`src/hw/rtl/dcfe_pkg.sv`:
```
`timescale 1ns / 1ps
// ----------------------------------------------------------------------------
// dcfe_pkg: shared constants and types for the duty command frame encoder
// Frame bytes, opcodes, CRC polynomial, register indexes and control structs.
// ----------------------------------------------------------------------------
package dcfe_pkg;

  localparam int MAX_SLAVES_DEF = 4;
  localparam int NUM_IDS        = 4;
  localparam int ID_SEL_W       = 2;

  localparam int DUTY_W = 18;
  localparam int BYTE_W = 8;
  localparam int CRC_W  = 16;
  localparam int POS_W  = 4;
  localparam int SR_W   = 56;

  localparam logic signed [DUTY_W-1:0] DUTY_MAX = 18'sd95000;
  localparam logic signed [DUTY_W-1:0] DUTY_MIN = -18'sd95000;

  localparam logic [BYTE_W-1:0] OP_SET_DUTY = 8'd5;
  localparam logic [BYTE_W-1:0] OP_FORWARD  = 8'd34;
  localparam logic [BYTE_W-1:0] FRAME_START = 8'd2;
  localparam logic [BYTE_W-1:0] FRAME_STOP  = 8'd3;
  localparam logic [CRC_W-1:0]  CRC_POLY    = 16'h1021;

  // payload lengths and fixed byte positions inside a frame
  localparam logic [POS_W-1:0] LEN_LOCAL = 4'd5;
  localparam logic [POS_W-1:0] LEN_FWD   = 4'd7;
  localparam logic [POS_W-1:0] POS_START = 4'd0;
  localparam logic [POS_W-1:0] POS_LEN   = 4'd1;

  // configuration register indexes
  localparam logic [2:0] CFG_SLAVE_COUNT = 3'd0;
  localparam logic [2:0] CFG_SLAVE_ID_A  = 3'd1;
  localparam logic [2:0] CFG_SLAVE_ID_B  = 3'd2;
  localparam logic [2:0] CFG_SLAVE_ID_C  = 3'd3;
  localparam logic [2:0] CFG_SLAVE_ID_D  = 3'd4;

  typedef struct packed {
    logic clear;
    logic advance;
  } crc_ctrl_t;

endpackage

```
`src/hw/rtl/dcfe_crc16.sv`:
```
`timescale 1ns / 1ps
// ----------------------------------------------------------------------------
// dcfe_crc16: running CRC-16, one byte per cycle while advance is set
// Polynomial 0x1021, zero seed, MSB first, no reflection, no final xor.
// ----------------------------------------------------------------------------
module dcfe_crc16 (
  input  logic                         clk,
  input  dcfe_pkg::crc_ctrl_t          ctrl,
  input  logic [dcfe_pkg::BYTE_W-1:0]  data_byte,
  output logic [dcfe_pkg::CRC_W-1:0]   crc
);

  logic [dcfe_pkg::CRC_W-1:0] crc_next;

  always_comb begin
    logic [dcfe_pkg::CRC_W-1:0] c;
    c = crc ^ {data_byte, 8'h00};
    for (int k = 0; k < dcfe_pkg::BYTE_W; k++) begin
      if (c[dcfe_pkg::CRC_W-1]) begin
        c = {c[dcfe_pkg::CRC_W-2:0], 1'b0} ^ dcfe_pkg::CRC_POLY;
      end else begin
        c = {c[dcfe_pkg::CRC_W-2:0], 1'b0};
      end
    end
    crc_next = c;
  end

  // no reset: cleared at the start byte of every frame
  always_ff @(posedge clk) begin
    if (ctrl.clear) begin
      crc <= '0;
    end else if (ctrl.advance) begin
      crc <= crc_next;
    end
  end

endmodule

```
`src/hw/rtl/duty_command_frame_encoder_unit.sv`:
```
`timescale 1ns / 1ps
// ----------------------------------------------------------------------------
// duty_command_frame_encoder_unit: duty command to framed byte stream
// Clamps a duty command and emits a local set-duty frame plus one forward
// frame per configured slave, one byte word per cycle while the sink is ready, with a running CRC.
// ----------------------------------------------------------------------------
// Start: an accepted command sets busy, then the sequencer loads the first word into the output register.
// Throughput: 10 + 12*n words per command (n = effective slave count, 0..4),
//   one word per cycle while the sink is ready, set by the byte sequencer.
//   s_axis_tready is low while a command is in progress, so a new command
//   is taken only once the sequencer has issued the last word.
// Reset: synchronous; slave_count = 1, slave_id_a = 10, other ids 0.
// ----------------------------------------------------------------------------
module duty_command_frame_encoder_unit #(
  parameter int MAX_SLAVES = dcfe_pkg::MAX_SLAVES_DEF
) (
  input  logic        clk,
  input  logic        rst,
  // command in
  input  logic        s_axis_tvalid,
  output logic        s_axis_tready,
  input  logic [23:0] s_axis_tdata,   // [17:0] duty (signed), [23:18] zero
  // byte stream out
  output logic        m_axis_tvalid,
  input  logic        m_axis_tready,
  output logic [7:0]  m_axis_tdata,   // [7:0] tx_byte
  output logic        m_axis_tuser,   // [0] frame_end
  output logic        m_axis_tlast,   // last word of this command
  // configuration writes
  input  logic        cfg_we,
  input  logic [2:0]  cfg_index,
  input  logic [7:0]  cfg_data
);

  localparam int FIDX_W = $clog2(MAX_SLAVES + 1);
  localparam int POS_W  = dcfe_pkg::POS_W;
  localparam int BYTE_W = dcfe_pkg::BYTE_W;
  localparam int SR_W   = dcfe_pkg::SR_W;

  // --------------------------------------------------------------------------
  // Configuration registers
  // --------------------------------------------------------------------------
  logic [2:0]        slave_count;
  logic [BYTE_W-1:0] slave_id [dcfe_pkg::NUM_IDS];

  always_ff @(posedge clk) begin
    if (rst) begin
      slave_count <= 3'd1;
      slave_id[0] <= 8'd10;
      slave_id[1] <= 8'd0;
      slave_id[2] <= 8'd0;
      slave_id[3] <= 8'd0;
    end else if (cfg_we) begin
      unique case (cfg_index)
        dcfe_pkg::CFG_SLAVE_COUNT: slave_count <= cfg_data[2:0];
        dcfe_pkg::CFG_SLAVE_ID_A:  slave_id[0] <= cfg_data;
        dcfe_pkg::CFG_SLAVE_ID_B:  slave_id[1] <= cfg_data;
        dcfe_pkg::CFG_SLAVE_ID_C:  slave_id[2] <= cfg_data;
        dcfe_pkg::CFG_SLAVE_ID_D:  slave_id[3] <= cfg_data;
        default: ; // unknown index, ignored
      endcase
    end
  end

  // --------------------------------------------------------------------------
  // Command capture and clamp
  // --------------------------------------------------------------------------
  logic                                busy;
  logic                                s_fire;
  logic signed [dcfe_pkg::DUTY_W-1:0]  duty_in;
  logic signed [dcfe_pkg::DUTY_W-1:0]  duty_clamped;
  logic signed [dcfe_pkg::DUTY_W-1:0]  duty_q;
  logic [FIDX_W-1:0]                   cnt_eff;
  logic [FIDX_W-1:0]                   cnt;

  assign s_axis_tready = !busy;
  assign s_fire        = s_axis_tvalid && s_axis_tready;
  assign duty_in       = signed'(s_axis_tdata[dcfe_pkg::DUTY_W-1:0]);

  always_comb begin
    priority if (duty_in > dcfe_pkg::DUTY_MAX) begin
      duty_clamped = dcfe_pkg::DUTY_MAX;
    end else if (duty_in < dcfe_pkg::DUTY_MIN) begin
      duty_clamped = dcfe_pkg::DUTY_MIN;
    end else begin
      duty_clamped = duty_in;
    end
  end

  // slave counts beyond the build limit saturate
  assign cnt_eff = (int'(slave_count) > MAX_SLAVES) ? FIDX_W'(MAX_SLAVES)
                                                    : FIDX_W'(slave_count);

  // --------------------------------------------------------------------------
  // Byte sequencer: frame index, byte position, payload shift register
  // --------------------------------------------------------------------------
  logic [FIDX_W-1:0]            fidx;     // 0 = local frame, k = slave k
  logic [POS_W-1:0]             pos;      // byte position within frame
  logic [SR_W-1:0]              pl_sr;    // payload, MSB byte goes out first
  logic [SR_W-1:0]              pl_load;
  logic [POS_W-1:0]             frame_len;
  logic [dcfe_pkg::ID_SEL_W-1:0] id_sel;
  logic [31:0]                  duty_word;
  logic [BYTE_W-1:0]            cur_byte;
  logic                         cur_end;
  logic                         cur_last;
  logic                         cur_payload;
  logic                         step;
  logic [dcfe_pkg::CRC_W-1:0]   crc;
  dcfe_pkg::crc_ctrl_t          crc_ctrl;

  logic                         out_valid;
  logic [BYTE_W-1:0]            out_byte;
  logic                         out_end;
  logic                         out_last;

  assign step      = busy && (!out_valid || m_axis_tready);
  assign frame_len = (fidx == '0) ? dcfe_pkg::LEN_LOCAL : dcfe_pkg::LEN_FWD;
  assign id_sel    = dcfe_pkg::ID_SEL_W'(fidx - FIDX_W'(1));
  assign duty_word = {{(32 - dcfe_pkg::DUTY_W){duty_q[dcfe_pkg::DUTY_W-1]}}, duty_q};

  assign pl_load = (fidx == '0)
                   ? {dcfe_pkg::OP_SET_DUTY, duty_word, 16'h0000}
                   : {dcfe_pkg::OP_FORWARD, slave_id[id_sel], dcfe_pkg::OP_SET_DUTY,
                      duty_word};

  // start, length, payload, crc high, crc low, stop
  always_comb begin
    cur_byte    = pl_sr[SR_W-1 -: BYTE_W];
    cur_end     = 1'b0;
    cur_payload = 1'b0;
    priority if (pos == dcfe_pkg::POS_START) begin
      cur_byte = dcfe_pkg::FRAME_START;
    end else if (pos == dcfe_pkg::POS_LEN) begin
      cur_byte = BYTE_W'(frame_len);
    end else if (pos <= POS_W'(frame_len + 4'd1)) begin
      cur_payload = 1'b1;
    end else if (pos == POS_W'(frame_len + 4'd2)) begin
      cur_byte = crc[15:8];
    end else if (pos == POS_W'(frame_len + 4'd3)) begin
      cur_byte = crc[7:0];
    end else begin
      cur_byte = dcfe_pkg::FRAME_STOP;
      cur_end  = 1'b1;
    end
  end

  assign cur_last = cur_end && (fidx == cnt);

  always_ff @(posedge clk) begin
    if (rst) begin
      busy <= 1'b0;
      fidx <= '0;
      pos  <= '0;
      cnt  <= '0;
    end else if (s_fire) begin
      busy <= 1'b1;
      fidx <= '0;
      pos  <= '0;
      cnt  <= cnt_eff;
    end else if (step) begin
      if (cur_end) begin
        pos <= '0;
        if (cur_last) begin
          busy <= 1'b0;
        end else begin
          fidx <= fidx + FIDX_W'(1);
        end
      end else begin
        pos <= pos + POS_W'(1);
      end
    end
  end

  // payload path, no reset needed
  always_ff @(posedge clk) begin
    if (s_fire) begin
      duty_q <= duty_clamped;
    end
    if (step && pos == dcfe_pkg::POS_START) begin
      pl_sr <= pl_load;
    end else if (step && cur_payload) begin
      pl_sr <= {pl_sr[SR_W-BYTE_W-1:0], {BYTE_W{1'b0}}};
    end
  end

  assign crc_ctrl.clear   = step && (pos == dcfe_pkg::POS_START);
  assign crc_ctrl.advance = step && cur_payload;

  dcfe_crc16 u_crc (
    .clk       (clk),
    .ctrl      (crc_ctrl),
    .data_byte (cur_byte),
    .crc       (crc)
  );

  // --------------------------------------------------------------------------
  // Output register
  // --------------------------------------------------------------------------
  always_ff @(posedge clk) begin
    if (rst) begin
      out_valid <= 1'b0;
    end else if (step) begin
      out_valid <= 1'b1;
    end else if (m_axis_tready) begin
      out_valid <= 1'b0;
    end
  end

  always_ff @(posedge clk) begin
    if (step) begin
      out_byte <= cur_byte;
      out_end  <= cur_end;
      out_last <= cur_last;
    end
  end

  assign m_axis_tvalid = out_valid;
  assign m_axis_tdata  = out_byte;
  assign m_axis_tuser  = out_end;
  assign m_axis_tlast  = out_last;

  // --------------------------------------------------------------------------
  // Assertions
  // --------------------------------------------------------------------------
  a_last_on_stop: assert property (@(posedge clk) disable iff (rst)
    out_valid && out_last |-> out_end)
    else $error("last word is not a stop byte");

  a_fidx_range: assert property (@(posedge clk) disable iff (rst)
    busy |-> fidx <= cnt)
    else $error("frame index beyond slave count");

  a_pos_range: assert property (@(posedge clk) disable iff (rst)
    busy |-> pos <= POS_W'(frame_len + 4'd4))
    else $error("byte position beyond frame end");

  a_done: assert property (@(posedge clk) disable iff (rst)
    step && cur_last |=> !busy && out_valid && out_last)
    else $error("sequencer did not finish on last word");

endmodule
```
`config.mk`:
```
export PLATFORM = sky130hd
export DESIGN_NAME = duty_command_frame_encoder_unit
export DESIGN_NICKNAME = d
export VERILOG_FILES = /design/src/hw/rtl/dcfe_pkg.sv /design/src/hw/rtl/dcfe_crc16.sv /design/src/hw/rtl/duty_command_frame_encoder_unit.sv
export SDC_FILE = /design/constraint.sdc
export NUM_CORES = 1
export LEC_CHECK = 0
export ABC_CLOCK_PERIOD_IN_PS = 5500
export BUFFER_PORTS_ARGS = -buffer_cell sky130_fd_sc_hd__buf_2
export CORE_ASPECT_RATIO = 0.6
export CORE_MARGIN = 3
export CORE_UTILIZATION = 50
export DETAILED_ROUTE_END_ITERATION = 7
export PLACE_DENSITY = 0.64
export SYNTH_ARGS = -nofsm -noshare
export SYNTH_HDL_FRONTEND = slang
export SYNTH_SLANG_ARGS = --single-unit
```
`constraint.sdc`:
```
create_clock -name clk -period 5.5 [get_ports clk]
set_input_delay 0.825 -clock clk [delete_from_list [all_inputs] [get_ports clk]]
set_output_delay 0.825 -clock clk [all_outputs]
set_load 0.01 [all_outputs]
```
==> results.py <==
metrics = {
    "logic_synthesis": {
        "synth_area_mm2": 0.00707,
        "yosys.area.top_type_share_pct": 49.2,
        "synthAdderAreaFrac_pct": 1.41,
        "synth_xor_area_share_pct": 5.11,
        "yosys_most_used_dff": "edfxtp_1",
        "synth_top_family_by_area": "simple AND/OR/NAND/NOR gates",
        "avgSynthCellArea_um2": 11.5,
        "synth.distinct_cells": 62,
        "synth_largest_area_cell": "edfxtp_1",
        "ys_seq_elements": 147,
        "yosysMostFrequentCell": "edfxtp_1",
        "synthTopCellsByCount": "edfxtp_1, nand2_1, o21ai_0",
        "syn_nets": 665,
        "ys_seq_area_share_pct": 58.0,
        "synthCells": 617,
        "synth_mux_area_share_pct": 4.10,
        "synth_edf_count": 116,
        "yosys_warnings": 0,
        "synth_simple_gate_area_share_pct": 15.4,
        "synth_area_leaders": "edfxtp_1, dfxtp_1, and2_1",
        "synthArstFlopShare_pct": 0,
        "synth_compound_area_share_pct": 12.8,
    },
    "sta": {
        "maxSlewHeadroom_pct": 36.0,
        "period_share_pct": 68.6,
        "skew_ns": 0.0108,
        "clock.fmax_ghz": 0.265,
        "rsz0062_at_grt": "false",
        "holdWs_ns": 0.468,
        "fin_crit_ns": 3.77,
        "tns_ns": 0,
        "drv_slew": 0,
        "hold_viol": 0,
        "setup_viol": 0,
        "max_slew.worst_pin.slew_ns": 0.959,
    },
    "cells_and_area": {
        "final_nets": 703,
        "diodes": 0,
        "area_growth_pct": 13.5,
        "finalInstanceArea_mm2": 0.00803,
        "post_layout_nonfiller_instances": 855,
        "drive_gt1_share_pct": 16.8,
    },
    "place": {
        "placed_area_mm2": 0.00746,
        "port_buffers": 45,
        "dp.cells": 823,
        "place_hpwl_um": 9930,
        "place_congestion": 0.820,
    },
    "clocking": {
        "hold_buffers": 0,
        "cts_buffer_depth": 2,
        "cts_setup_buffers": 0,
        "path_clk_slew_ns": 0.06,
        "clkSinkCount": 147,
        "clk_latency_ns": 0.41,
        "cts_root_buf": "clkbuf_16",
        "cts_tree": "done",
        "cts-htree-levels": 4,
        "cts_resized": 0,
        "numCtsBuffers": 17,
    },
    "power": {
        "clkPwrFrac_pct": 40.4,
        "combPwrFrac_pct": 10.3,
        "power_frac_seq_pct": 49.3,
        "ir_drop_mv": 0.181,
        "p_per_area_mw_per_mm2": 339,
        "switching_power_w": 0.000650,
        "swShare_pct": 23.8,
        "p_leak_nw": 3.00,
        "p_int_w": 0.00207,
    },
    "die": {
        "placementRows": 32,
        "fp.dieArea_mm2": 0.0157,
        "die_w_um": 160,
        "fp.dieH_um": 98.1,
        "ios": 52,
        "start_util_pct": 53.1,
        "coreArea_mm2": 0.0133,
    },
    "critical_path": {
        "cp_cell_sequence": "buf_4, inv_1, ha_1, nand2b_4, inv_2, ha_1, nand2_1, o211ai_1, nor2_1, o31ai_2, xor2_1, xnor2_1, o21ai_1",
        "r2r_slack_ns": 1.73,
        "end_kind": "flop",
        "worstSetupPathType": "flop to flop",
        "slowest_delay_ns": 0.67,
        "worstPathArrival_ns": 4.07,
        "worst_path_most_repeated_cell": "ha_1",
        "cp_slowest_cell": "o211ai_1",
        "crit_required_ns": 5.79,
        "cp-start-kind": "flop",
        "critPathMaxFanout": 20,
    },
    "min_path": {
        "holdCritPathClass": "flop to flop",
    },
    "global_routing": {
        "grt_max_degree": 46,
        "track_usage_pct": 19.7,
        "grt_pass1_vias": 4650,
        "grt_first_pass_wirelength_um": 24100,
        "grt.overflow.total": 0,
        "antenna_found_initial": 0,
    },
    "route": {
        "wl_um": 14800,
        "wl_per_cell_um": 17.3,
        "vias": 4695,
        "drt_iter0_markers": 400,
        "drt-pass1-iter-count": 5,
        "final_antenna_net_count": 0,
        "viasPerCell": 5.49,
        "drcViolationCount": 0,
    },
    "run_status": {
        "status": "complete, no violations",
    },
    "job": {
        "max_cap_violations": 0,
    },
}
critical path, delay by kind of cell (launching register included):
family | cells | cell delay, ns
fa+ha+maj | 2 | 0.66
compound gates | 3 | 1.21
simple gates | 3 | 0.42
xor+xnor | 2 | 0.56
buf+inv | 3 | 0.51
flops | 1 | 0.31
state kept, by name (all words and copies together) (netlist names):
name           count
cnt                3
u_crc.crc         16
m_axis_tlast       1
m_axis_tuser       1
slave_id          32
pl_sr             56
slave_count        3
m_axis_tvalid      1
pos                4
busy               1
fidx               3
m_axis_tdata       8
duty_q            18
per-layer routing:
metal / GRT usage, % / vias up / part of all wire (%)
met2: 28.8 / 135 / 43
li1: - / 2302 / -
met5: 0 / - / 0
met4: 6.32 / 0 / 1.3
met1: 29.2 / 2241 / 50
met3: 4.54 / 17 / 6.1
worst paths after layout:
path            from           end  cells after the start
max          fidx[0]  u_crc.crc[7]                     13
max reg2reg  fidx[0]  u_crc.crc[7]                     13
min reg2reg   cnt[0]        cnt[0]                      2
min           cnt[0]        cnt[0]                      2
logic make-up after synthesis:
group,after synthesis
AND/OR/NAND/NOR,215
buffers and inverters,56
multiplexers,19
adder cells (fa/ha/maj),8
AO/OA/AOI/OAI,139
flip-flops,147
XOR/XNOR,33
power by group through the flow:
stage                     Combinational [W]  Sequential, W  Clock (W)
after floorplan                    0.000197        0.00136          0
after global placement             0.000271        0.00136          0
after detailed placement           0.000280        0.00136          0
after CTS                          0.000283        0.00134    0.00112
after global routing               0.000313        0.00135    0.00117
final                              0.000280        0.00134    0.00110
layout make-up:
class	count	area (um2)
sequential	147	4100
clock inverter	7	46.3
inverter	23	86.3
fill	1063	5300
timing repair buffer	52	290
tap	187	234
clock buffer	25	522
multi-input combinational	414	2750
stage by stage:
stage | utilization [%] | power [W] | setup slack [ns]
final | 60.2 | 0.00272 | 1.73
after floorplan | - | 0.00155 | 0.681
after CTS | 60.2 | 0.00275 | 1.75
after global routing | 60.2 | 0.00284 | 1.49
after detailed placement | 56.0 | 0.00165 | 1.76
after global placement | 56.0 | 0.00163 | 1.85
cells in the final DEF (no fill, tap or decap), types with 3 or more instances in the layout:
master,Yosys,routed
a21o_1,8,8
a21oi_1,31,31
a31oi_1,4,4
and2_1,45,45
and3_1,9,9
buf_2,2,45
buf_4,0,6
clkbuf_1,26,3
clkbuf_16,0,19
clkinv_2,0,3
dfxtp_1,31,31
edfxtp_1,116,116
ha_1,8,8
inv_1,20,20
mux2i_1,11,11
mux4_2,8,8
nand2_1,64,62
nand2_2,1,3
nand2b_1,9,9
nand3_1,27,27
nand3b_1,4,4
nor2_1,36,36
nor3_1,10,10
o21a_1,8,8
o21ai_0,47,47
o21ai_1,12,12
o21bai_1,3,3
o22ai_1,3,3
o31ai_1,3,3
xnor2_1,21,21
xor2_1,7,7
(Power assumes the default switching activity.)
